===== src/sv/rbd_pkg.sv =====
// ----------------------------------------------------------------------------
// rbd_pkg
// Shared types and constants of the RSA block decrypt unit.
// ----------------------------------------------------------------------------
`timescale 1ns / 1ps

package rbd_pkg;

  localparam int CIPHER_W  = 32;
  localparam int CHAR_W    = 8;
  localparam int CFG_IDX_W = 2;

  localparam logic [CFG_IDX_W-1:0] REG_MODULUS  = 2'd0;
  localparam logic [CFG_IDX_W-1:0] REG_EXPONENT = 2'd1;

  typedef enum logic [1:0] {
    OP_REDUCE,
    OP_ACC,
    OP_SQUARE
  } mul_op_e;

  typedef struct packed {
    logic    load;
    logic    mul_start;
    mul_op_e op;
    logic    mul_step;
    logic    wb_acc;
    logic    wb_base;
    logic    exp_shift;
    logic    out_load;
  } dp_cmd_t;

  typedef struct packed {
    logic exp_bit;
    logic mod_zero;
  } dp_status_t;

endpackage


===== src/sv/rbd_datapath.sv =====
// ----------------------------------------------------------------------------
// rbd_datapath
// Key registers, accumulator, base and a one-bit-per-cycle modular multiplier.
// ----------------------------------------------------------------------------
`timescale 1ns / 1ps

module rbd_datapath import rbd_pkg::*; #(
  parameter int MOD_WIDTH = 32
) (
  input  logic                  clk_i,
  input  logic                  rst_ni,
  input  logic                  cfg_we_i,
  input  logic [CFG_IDX_W-1:0]  cfg_idx_i,
  input  logic [MOD_WIDTH-1:0]  cfg_wdata_i,
  input  logic [CIPHER_W-1:0]   cipher_i,
  input  logic                  last_i,
  input  dp_cmd_t               cmd_i,
  output dp_status_t            status_o,
  output logic [CHAR_W-1:0]     high_char_o,
  output logic [CHAR_W-1:0]     low_char_o,
  output logic                  last_o
);

  localparam int W = MOD_WIDTH;

  logic [W-1:0]   mod_q, exp_q;
  logic [W-1:0]   c_q, acc_q, base_q, e_q;
  logic [W-1:0]   a_q, b_q, r_q, r_d;
  logic           last_q;
  logic [CHAR_W-1:0] high_q, low_q;
  logic           out_last_q;
  logic [W-1:0]   one_w;
  logic [W+1:0]   sum_w, n1_w, n2_w;

  always_ff @(posedge clk_i or negedge rst_ni) begin
    if (!rst_ni) begin
      mod_q <= W'(1);
      exp_q <= W'(1);
    end else if (cfg_we_i) begin
      case (cfg_idx_i)
        REG_MODULUS:  mod_q <= cfg_wdata_i;
        REG_EXPONENT: exp_q <= cfg_wdata_i;
        default: ;
      endcase
    end
  end

  assign one_w = (mod_q > W'(1)) ? W'(1) : '0;

  // r = (2r + bit*a) mod n, with 2r + a below 3n
  always_comb begin
    n1_w  = {2'b00, mod_q};
    n2_w  = {1'b0, mod_q, 1'b0};
    sum_w = {1'b0, r_q, 1'b0} + (b_q[W-1] ? {2'b00, a_q} : '0);
    if (sum_w >= n2_w) begin
      r_d = W'(sum_w - n2_w);
    end else if (sum_w >= n1_w) begin
      r_d = W'(sum_w - n1_w);
    end else begin
      r_d = W'(sum_w);
    end
  end

  always_ff @(posedge clk_i) begin
    if (cmd_i.load) begin
      c_q    <= W'(cipher_i);
      last_q <= last_i;
      acc_q  <= one_w;
      e_q    <= exp_q;
    end
    if (cmd_i.mul_start) begin
      r_q <= '0;
      case (cmd_i.op)
        OP_REDUCE: begin
          a_q <= one_w;
          b_q <= c_q;
        end
        OP_ACC: begin
          a_q <= acc_q;
          b_q <= base_q;
        end
        OP_SQUARE: begin
          a_q <= base_q;
          b_q <= base_q;
        end
        default: begin
          a_q <= '0;
          b_q <= '0;
        end
      endcase
    end else if (cmd_i.mul_step) begin
      r_q <= r_d;
      b_q <= {b_q[W-2:0], 1'b0};
    end
    if (cmd_i.wb_acc) begin
      acc_q <= r_q;
    end
    if (cmd_i.wb_base) begin
      base_q <= r_q;
    end
    if (cmd_i.exp_shift) begin
      e_q <= {1'b0, e_q[W-1:1]};
    end
    if (cmd_i.out_load) begin
      high_q     <= acc_q[2*CHAR_W-1:CHAR_W];
      low_q      <= acc_q[CHAR_W-1:0];
      out_last_q <= last_q;
    end
  end

  assign status_o.exp_bit  = e_q[0];
  assign status_o.mod_zero = (mod_q == '0);
  assign high_char_o       = high_q;
  assign low_char_o        = low_q;
  assign last_o            = out_last_q;

endmodule


===== src/sv/rbd_ctrl.sv =====
// ----------------------------------------------------------------------------
// rbd_ctrl
// Sequencer for reduction, square-and-multiply and result handoff.
// ----------------------------------------------------------------------------
`timescale 1ns / 1ps

module rbd_ctrl import rbd_pkg::*; #(
  parameter int MOD_WIDTH = 32
) (
  input  logic       clk_i,
  input  logic       rst_ni,
  input  logic       s_valid_i,
  output logic       s_ready_o,
  output logic       m_valid_o,
  input  logic       m_ready_i,
  input  dp_status_t status_i,
  output dp_cmd_t    cmd_o
);

  localparam int CW = $clog2(MOD_WIDTH);
  localparam logic [CW-1:0] LAST = CW'(MOD_WIDTH - 1);

  typedef enum logic [2:0] {
    ST_IDLE,
    ST_START,
    ST_MUL,
    ST_WB,
    ST_BIT,
    ST_FINISH
  } state_e;

  state_e          state_q, state_d;
  mul_op_e         op_q, op_d;
  logic [CW-1:0]   cnt_q, cnt_d;
  logic [CW-1:0]   idx_q, idx_d;
  logic            out_valid_q, out_valid_d;

  always_comb begin
    cmd_o       = '0;
    cmd_o.op    = op_q;
    state_d     = state_q;
    op_d        = op_q;
    cnt_d       = cnt_q;
    idx_d       = idx_q;
    out_valid_d = out_valid_q & ~m_ready_i;
    s_ready_o   = 1'b0;
    case (state_q)
      ST_IDLE: begin
        s_ready_o = 1'b1;
        if (s_valid_i) begin
          cmd_o.load = 1'b1;
          state_d    = ST_START;
        end
      end
      ST_START: begin
        if (status_i.mod_zero) begin
          state_d = ST_FINISH;
        end else begin
          cmd_o.mul_start = 1'b1;
          cmd_o.op        = OP_REDUCE;
          op_d            = OP_REDUCE;
          cnt_d           = LAST;
          idx_d           = '0;
          state_d         = ST_MUL;
        end
      end
      ST_MUL: begin
        cmd_o.mul_step = 1'b1;
        cnt_d          = cnt_q - CW'(1);
        if (cnt_q == '0) begin
          state_d = ST_WB;
        end
      end
      ST_WB: begin
        case (op_q)
          OP_REDUCE: begin
            cmd_o.wb_base = 1'b1;
            state_d       = ST_BIT;
          end
          OP_ACC: begin
            cmd_o.wb_acc = 1'b1;
            if (idx_q == LAST) begin
              state_d = ST_FINISH;
            end else begin
              cmd_o.mul_start = 1'b1;
              cmd_o.op        = OP_SQUARE;
              op_d            = OP_SQUARE;
              cnt_d           = LAST;
              state_d         = ST_MUL;
            end
          end
          OP_SQUARE: begin
            cmd_o.wb_base   = 1'b1;
            cmd_o.exp_shift = 1'b1;
            idx_d           = idx_q + CW'(1);
            state_d         = ST_BIT;
          end
          default: state_d = ST_IDLE;
        endcase
      end
      ST_BIT: begin
        if (status_i.exp_bit) begin
          cmd_o.mul_start = 1'b1;
          cmd_o.op        = OP_ACC;
          op_d            = OP_ACC;
          cnt_d           = LAST;
          state_d         = ST_MUL;
        end else if (idx_q == LAST) begin
          state_d = ST_FINISH;
        end else begin
          cmd_o.mul_start = 1'b1;
          cmd_o.op        = OP_SQUARE;
          op_d            = OP_SQUARE;
          cnt_d           = LAST;
          state_d         = ST_MUL;
        end
      end
      ST_FINISH: begin
        if (!out_valid_q || m_ready_i) begin
          cmd_o.out_load = 1'b1;
          out_valid_d    = 1'b1;
          state_d        = ST_IDLE;
        end
      end
      default: state_d = ST_IDLE;
    endcase
  end

  always_ff @(posedge clk_i or negedge rst_ni) begin
    if (!rst_ni) begin
      state_q     <= ST_IDLE;
      op_q        <= OP_REDUCE;
      cnt_q       <= '0;
      idx_q       <= '0;
      out_valid_q <= 1'b0;
    end else begin
      state_q     <= state_d;
      op_q        <= op_d;
      cnt_q       <= cnt_d;
      idx_q       <= idx_d;
      out_valid_q <= out_valid_d;
    end
  end

  assign m_valid_o = out_valid_q;

endmodule


===== src/sv/rsa_block_decrypt_unit.sv =====
// Sequence: a zero modulus goes straight to the result handoff; otherwise the block is first reduced
//   mod n, then each exponent bit, from the lowest, takes a multiply if set and a square unless it
//   is the last bit.
// Throughput: one item at a time; the next item is accepted in the cycle after the result loads,
//   and a stalled result holds the handoff. Reset: modulus and exponent return to 1, the
//   sequencer idles and the output is empty.
// ----------------------------------------------------------------------------
// rsa_block_decrypt_unit
// RSA block decryption m = c^d mod n by right-to-left square-and-multiply.
// ----------------------------------------------------------------------------
`timescale 1ns / 1ps

module rsa_block_decrypt_unit import rbd_pkg::*; #(
  parameter int MOD_WIDTH = 32
) (
  input  logic                  clk_i,
  input  logic                  rst_ni,
  input  logic                  cfg_we_i,
  input  logic [CFG_IDX_W-1:0]  cfg_idx_i,
  input  logic [MOD_WIDTH-1:0]  cfg_wdata_i,
  input  logic                  s_axis_tvalid,
  output logic                  s_axis_tready,
  input  logic [31:0]           s_axis_tdata,   // [31:0] cipher_block
  input  logic                  s_axis_tlast,   // last_block
  output logic                  m_axis_tvalid,
  input  logic                  m_axis_tready,
  output logic [15:0]           m_axis_tdata,   // [7:0] high_char, [15:8] low_char
  output logic                  m_axis_tlast    // last_out
);

  dp_cmd_t    cmd;
  dp_status_t status;

  rbd_ctrl #(
    .MOD_WIDTH (MOD_WIDTH)
  ) u_ctrl (
    .clk_i     (clk_i),
    .rst_ni    (rst_ni),
    .s_valid_i (s_axis_tvalid),
    .s_ready_o (s_axis_tready),
    .m_valid_o (m_axis_tvalid),
    .m_ready_i (m_axis_tready),
    .status_i  (status),
    .cmd_o     (cmd)
  );

  rbd_datapath #(
    .MOD_WIDTH (MOD_WIDTH)
  ) u_datapath (
    .clk_i       (clk_i),
    .rst_ni      (rst_ni),
    .cfg_we_i    (cfg_we_i),
    .cfg_idx_i   (cfg_idx_i),
    .cfg_wdata_i (cfg_wdata_i),
    .cipher_i    (s_axis_tdata),
    .last_i      (s_axis_tlast),
    .cmd_i       (cmd),
    .status_o    (status),
    .high_char_o (m_axis_tdata[7:0]),
    .low_char_o  (m_axis_tdata[15:8]),
    .last_o      (m_axis_tlast)
  );

endmodule


===== config.mk =====
export PLATFORM = sky130hd
export DESIGN_NAME = rsa_block_decrypt_unit
export DESIGN_NICKNAME = d
export VERILOG_FILES = /design/src/sv/rbd_pkg.sv /design/src/sv/rbd_datapath.sv /design/src/sv/rbd_ctrl.sv /design/src/sv/rsa_block_decrypt_unit.sv
export SDC_FILE = /design/constraint.sdc
export NUM_CORES = 1
export LEC_CHECK = 0
export ABC_CLOCK_PERIOD_IN_PS = 8150
export CAP_MARGIN = 20
export CELL_PAD_IN_SITES_DETAIL_PLACEMENT = 0
export CELL_PAD_IN_SITES_GLOBAL_PLACEMENT = 1
export CORE_AREA = 2 2 252 254
export DETAILED_ROUTE_END_ITERATION = 8
export DIE_AREA = 0 0 254 256
export DONT_BUFFER_PORTS = 1
export PLACE_DENSITY = 0.59
export SYNTH_ARGS = -nofsm -noshare
export SYNTH_HDL_FRONTEND = slang
export SYNTH_SLANG_ARGS = --single-unit

===== constraint.sdc =====
create_clock -name clk_i -period 8.15 [get_ports clk_i]
set_clock_uncertainty 0.2 [all_clocks]
set_input_delay 0 -clock clk_i [delete_from_list [all_inputs] [get_ports clk_i]]
set_output_delay 0 -clock clk_i [all_outputs]
set_load 0.01 [all_outputs]

Word-level counts from Yosys, hierarchy flattened
Index checks and enable logic that the tools add are counted.

word-level totals
  bits in registers = 322
  input port bits = 72
  output and inout bits = 19
  word-level logic and storage cells = 118

operators by class
  $add $sub $neg = 5
  magnitude comparators = 3
  eq/ne operators = 17
  mux-type cells = 50
  bitwise logic cells = 2
  reductions and logical operators = 22

operators by type and width
  kind                   number
  $mux W32               7
  $pmux W32 S3           1
  $pmux W32 S2           1
  $sub A32 B32 Y32       2
  $mux W31               2
  $add A33 B32 Y34       1
  $ge A34 B32 Y1         1
  $ge A34 B33 Y1         1
  $mux W3                11
  $gt A32 B1 Y1 const B  1
  $logic_not A32 Y1      1
  $mux W5                6
  $pmux W5 S4            1
  $pmux W3 S6            1
  $mux W1                12
  $reduce_and A3 Y1      4
  $pmux W5 S2            1
  $pmux W3 S3            1
  $mux W2                4
  $ne A2 B2 Y1 const B   4
  $reduce_bool A2 Y1     4
  $eq A2 B1 Y1 const B   3
  $eq A3 B2 Y1 const B   2
  $eq A3 B3 Y1 const B   2
  19 further kinds       25

Depth between registers and ports, before layout
  depth in word-level cells = 8
  gate-level depth with buffers = 23
  depth with buffers taken out = 21

By module
Synthesis repeated with hierarchy kept, for this count alone.

second synthesis, totals
  cell total of the unflattened synthesis = 1,704
  area, all modules = 18,365.1 um^2

modules (own cells, without submodules)
  module        instances  cells an instance  area each (um^2)  sequential area each (um^2)
  rbd_datapath  1          1,567              17,186.5          8,540.7
  rbd_ctrl      1          137                1,178.6           400.4

Worst setup path before layout
No wires, ideal clock.

  path kind = register to register
  start = register u_datapath.b_q[31]
  end = register u_datapath.r_q[9]
  library setup time = 122 ps
  data arrival time = 4,716 ps
  data required time = 7,828 ps
  slack = 3,113 ps
  cell stages (with the launch flop) = 21
  path buffers = 2
  clock period less this slack = 5,037 ps
  cells stage by stage = edfxtp_1 > clkbuf_1 > nand2_1 > fa_1 > nand2b_1 > a21oi_1 > nor4_4 > or2_2 > o21ai_0 > a31oi_1 > xnor2_1 > ha_1 > a21o_1 > a21oi_1 > o21ai_0 > and4_4 > or4_4 > nor2_4 > buf_6 > nor2_1 > o311a_1

between the ends
  cells in the longest elaborated chain, start to end = 5
  elaborated cells on any way between the ends = 8
  classes of those cells = 3 x add/sub; 2 x order compare; 3 x mux

RTL lines
  item                                                line                                    RTL
  from (decl)                                         rbd_datapath.sv:28                      logic [W-1:0] a_q, b_q, r_q, r_d;
  from (signal assigned)                              rbd_datapath.sv:76                      b_q <= c_q;
  from (signal assigned)                              rbd_datapath.sv:80                      b_q <= base_q;
  from (signal assigned)                              rbd_datapath.sv:84                      b_q <= base_q;
  $mux W32 *                                          rbd_datapath.sv:54                      sum_w = {1'b0, r_q, 1'b0} + (b_q[W-1] ? {2'b00, a_q} : '0);
  $add A33 B32 Y34 *                                  rbd_datapath.sv:54
  $sub A32 B32 Y32 or $ge A34 B32 Y1 (tied branches)  rbd_datapath.sv:58, rbd_datapath.sv:57
  $mux W32                                            rbd_datapath.sv:57                      end else if (sum_w >= n1_w) begin
  $mux W32 *                                          rbd_datapath.sv:55                      if (sum_w >= n2_w) begin
  to (signal assigned)                                rbd_datapath.sv:92                      r_q <= r_d;
  to (decl)                                           rbd_datapath.sv:28

Every way passes the cells marked *; elsewhere a longest branch is shown, timed or not.
A chain may end at the register's enable or synchronous reset.

Worst setup path after layout
Ends and elaborated chain as after synthesis.

==> reports/qor.yml <==
status:
  status: "completed"
placement:
  portBuffers: 0
  dp_hpwl_um: 40700
  placed_area_mm2: 0.0194
  gp_congestion: 0.868
routing:
  dr.pass1.iters: 5
  ant_nets: 0
  drt-vias-per-instance: 5.11
  drc: 0
  totalWireLength_um: 55900
  num_vias: 14708
  drt-wirelength-per-cell_um: 19.4
  drt_iter0_markers: 1026
floorplanning:
  core-area_mm2: 0.0624
  die_w_um: 254
  start_util: 0.296
  fp-row-count: 92
  die_area_mm2: 0.0650
  io_pins: 91
  die_y_um: 256
critical_path:
  regToRegEndpoint: "u_datapath.r_q[9]"
  cp_slowest_cell: "edfxtp_1"
  crit_chain: "and2_1 -> ha_1 -> inv_1 -> fa_1 -> nand2b_1 -> a21oi_1 -> nor4_4 -> or2_2 -> o21ai_0 -> a31oi_1 -> xnor2_1 -> ha_1 -> a21o_1 -> a21oi_1 -> o21ai_0 -> and4_4 -> or4_4 -> nor2_4 -> nor2_1 -> o311a_1"
  path_max_fanout: 32
  max_stage_delay_ps: 850
  critPathRequiredTime_ps: 8390
  startpoint_type: "flip-flop"
  cp.arrival_ps: 7020
  cp_num_buf_inv: 1
  timing.reg2reg.setup_slack_ps: 1380
  reg2reg_depth: 20
  path_delay_family: "simple AND/OR/NAND/NOR gates"
  end_kind: "flip-flop"
  r2r-start: "u_datapath.b_q[31]"
  critPathKind: "flip-flop to flip-flop"
synthesis:
  synth_area_leaders: "edfxtp_1 (34%), dfrtp_1 (11%), ha_1 (7.0%)"
  synth_top_cell_by_area: "edfxtp_1"
  synth_edf_count: 209
  yosysSeqAreaShare: 0.484
  synthFlopType: "edfxtp_1"
  synth.distinct_cells: 95
  async_flop_share: 0.248
  synth_top_area_frac: 0.340
  ys_warn_count: 0
  synth_area_mm2: 0.0185
  ys_seq_elements: 322
  synth.top_cells.by_count: "nand2_1 (243), edfxtp_1 (209), a21oi_1 (112), ha_1 (103), nor2_1 (103)"
  syn_area_per_cell_um2: 10.1
  synth_cells: 1819
  yosysMostFrequentCell: "nand2_1"
  syn_nets: 1997
layout:
  drive_above_1_share: 0.0822
  area_delta_synth_final_pct: 22.6
  fin_nets: 2178
  final_area_mm2: 0.0226
  diodes: 0
grt:
  grt_max_degree: 79
  grt.total_usage: 0.171
  grt_pass1_wl_um: 87000
  grt-ovfl-total: 0
  grt_pass1_vias: 14549
  antenna_found_initial: 0
sta:
  fin_crit_sh: 0.831
  max_freq_mhz: 148
  finalHoldViolations: 0
  final_max_slew_viol_count: 0
  setup_violations: 0
  rsz0062_at_grt: "no"
  tns_ps: 0
  period_needed_ps: 6770
  timing.slew.headroom: 0.328
  worstMarginPinSlew_ps: 998
worst_hold_path:
  hp-class: "input pin to flip-flop"
  min_to: "u_ctrl.m_valid_o"
  min_from: "m_axis_tready"
  holdPathStages: 3
clock_tree:
  clock-root-buffer: "clkbuf_16"
  clock-sinks: 322
  cts_tree: "yes"
  postCtsHoldBufs: 197
  clk_path_buf_depth: 3
  clk_pin_slew_ps: 60
  htreeDepth: 2
  post_cts_resized: 0
  cts_inserted_buffers: 40
  post_cts_buffers: 0
  clk_latency_ps: 580
pwr:
  power_density_mw_per_mm2: 418
  peakVddDrop_mv: 0.198
  leakagePower_uw: 0.00862
run:
  drv_cap: 0
## state kept, by name (all words and copies together) (netlist names), 3 cells and up
name / flops
u_ctrl.cnt_q: 5
u_datapath.e_q: 32
u_datapath.a_q: 32
u_datapath.acc_q: 32
u_datapath.exp_q: 32
u_datapath.base_q: 32
u_ctrl.idx_q: 5
u_datapath.low_char_o: 8
u_datapath.mod_q: 32
u_datapath.high_char_o: 8
u_datapath.r_q: 32
u_ctrl.state_q: 3
u_datapath.c_q: 32
u_datapath.b_q: 32
## worst max path at each step
stage               cells after the start               start           endpoint
detailed placement                     21  u_datapath.b_q[31]  u_datapath.r_q[9]
finish                                 20  u_datapath.b_q[31]  u_datapath.r_q[9]
floorplan                              20  u_datapath.b_q[31]  u_datapath.r_q[9]
global route                           21  u_datapath.b_q[31]  u_datapath.r_q[2]
global placement                       20  u_datapath.b_q[31]  u_datapath.r_q[9]
CTS                                    20  u_datapath.b_q[31]  u_datapath.r_q[9]
## layout by cell type (no fill, tap or decap), types with 14 or more instances in the layout
cell | Yosys | routed
a21o_1 | 24 | 24
nor4_1 | 15 | 15
a21oi_1 | 112 | 112
mux2_2 | 36 | 36
o21ai_1 | 14 | 14
clkbuf_16 | 0 | 40
nand4_1 | 15 | 15
buf_4 | 2 | 19
nor3_1 | 29 | 29
a22oi_1 | 72 | 72
dfrtp_1 | 78 | 78
and2_1 | 70 | 70
xor2_1 | 26 | 26
inv_1 | 67 | 67
o21ai_0 | 96 | 96
nand2_1 | 243 | 243
o31ai_1 | 36 | 36
a211oi_1 | 31 | 31
edfxtp_1 | 209 | 209
o211ai_1 | 16 | 16
nand3_1 | 34 | 34
ha_1 | 103 | 102
xnor2_1 | 41 | 41
dfxtp_1 | 33 | 33
o21a_1 | 21 | 21
a31oi_1 | 15 | 15
nor2_1 | 103 | 102
dlygate4sd3_1 | 0 | 195
nand2b_1 | 17 | 17
## cells by family after synthesis
logic type	after synthesis	synth area share
AOI/OAI and AO/OA	528	0.192
muxes	48	0.0285
adders and majority gates	106	0.0731
DFF	322	0.484
xor gates and xnor gates	68	0.0327
and+or+nand+nor	599	0.158
buffers and inverters	148	0.0316
## layout make-up
| class | instances | area, um2 |
|---|---|---|
| Sequential cell | 322 | 8940 |
| Fill cell | 6313 | 39800 |
| Clock buffer | 50 | 1060 |
| Timing Repair Buffer | 217 | 2180 |
| Inverter | 70 | 263 |
| Tap cell | 846 | 1060 |
| Clock inverter | 23 | 178 |
| Multi-Input combinational cell | 1349 | 8960 |
## tightest hold or removal path: cells and delay by family
family | cells | cell delay [ps]
buffers and inverters | 1 | 510
AND/OR/NAND/NOR | 2 | 240
## layer usage
| layer | global-route usage | vias up | part of all wire |
|---|---|---|---|
| li1 | - | 7127 | - |
| met1 | 0.255 | 7251 | 0.51 |
| met2 | 0.265 | 278 | 0.44 |
| met3 | 0.0207 | 52 | 0.036 |
| met4 | 0.0332 | 0 | 0.014 |
| met5 | 0 | - | 0 |
## report_power, final
group          switching [uW]  leakage (uW)  internal, uW
clock                     728      0.000603           963
combinational            3450       0.00491          2170
sequential                186       0.00310          1960
total                    4360       0.00862          5100
## through the flow
step	hold slack, ps	utilization	setup slack, ps	instances	total power, uW
6_report	41.4	0.363	1380	2877	9460
5_1_grt	30.3	0.363	871	2877	10100
4_1_cts	4.63	0.362	1410	2876	9400
3_5_place_dp	-490	0.310	1470	2606	7560
3_3_place_gp	-489	0.310	1600	2606	7550
2_1_floorplan	-496	-	3110	1819	6090
Power figures use the tool's default switching activity.
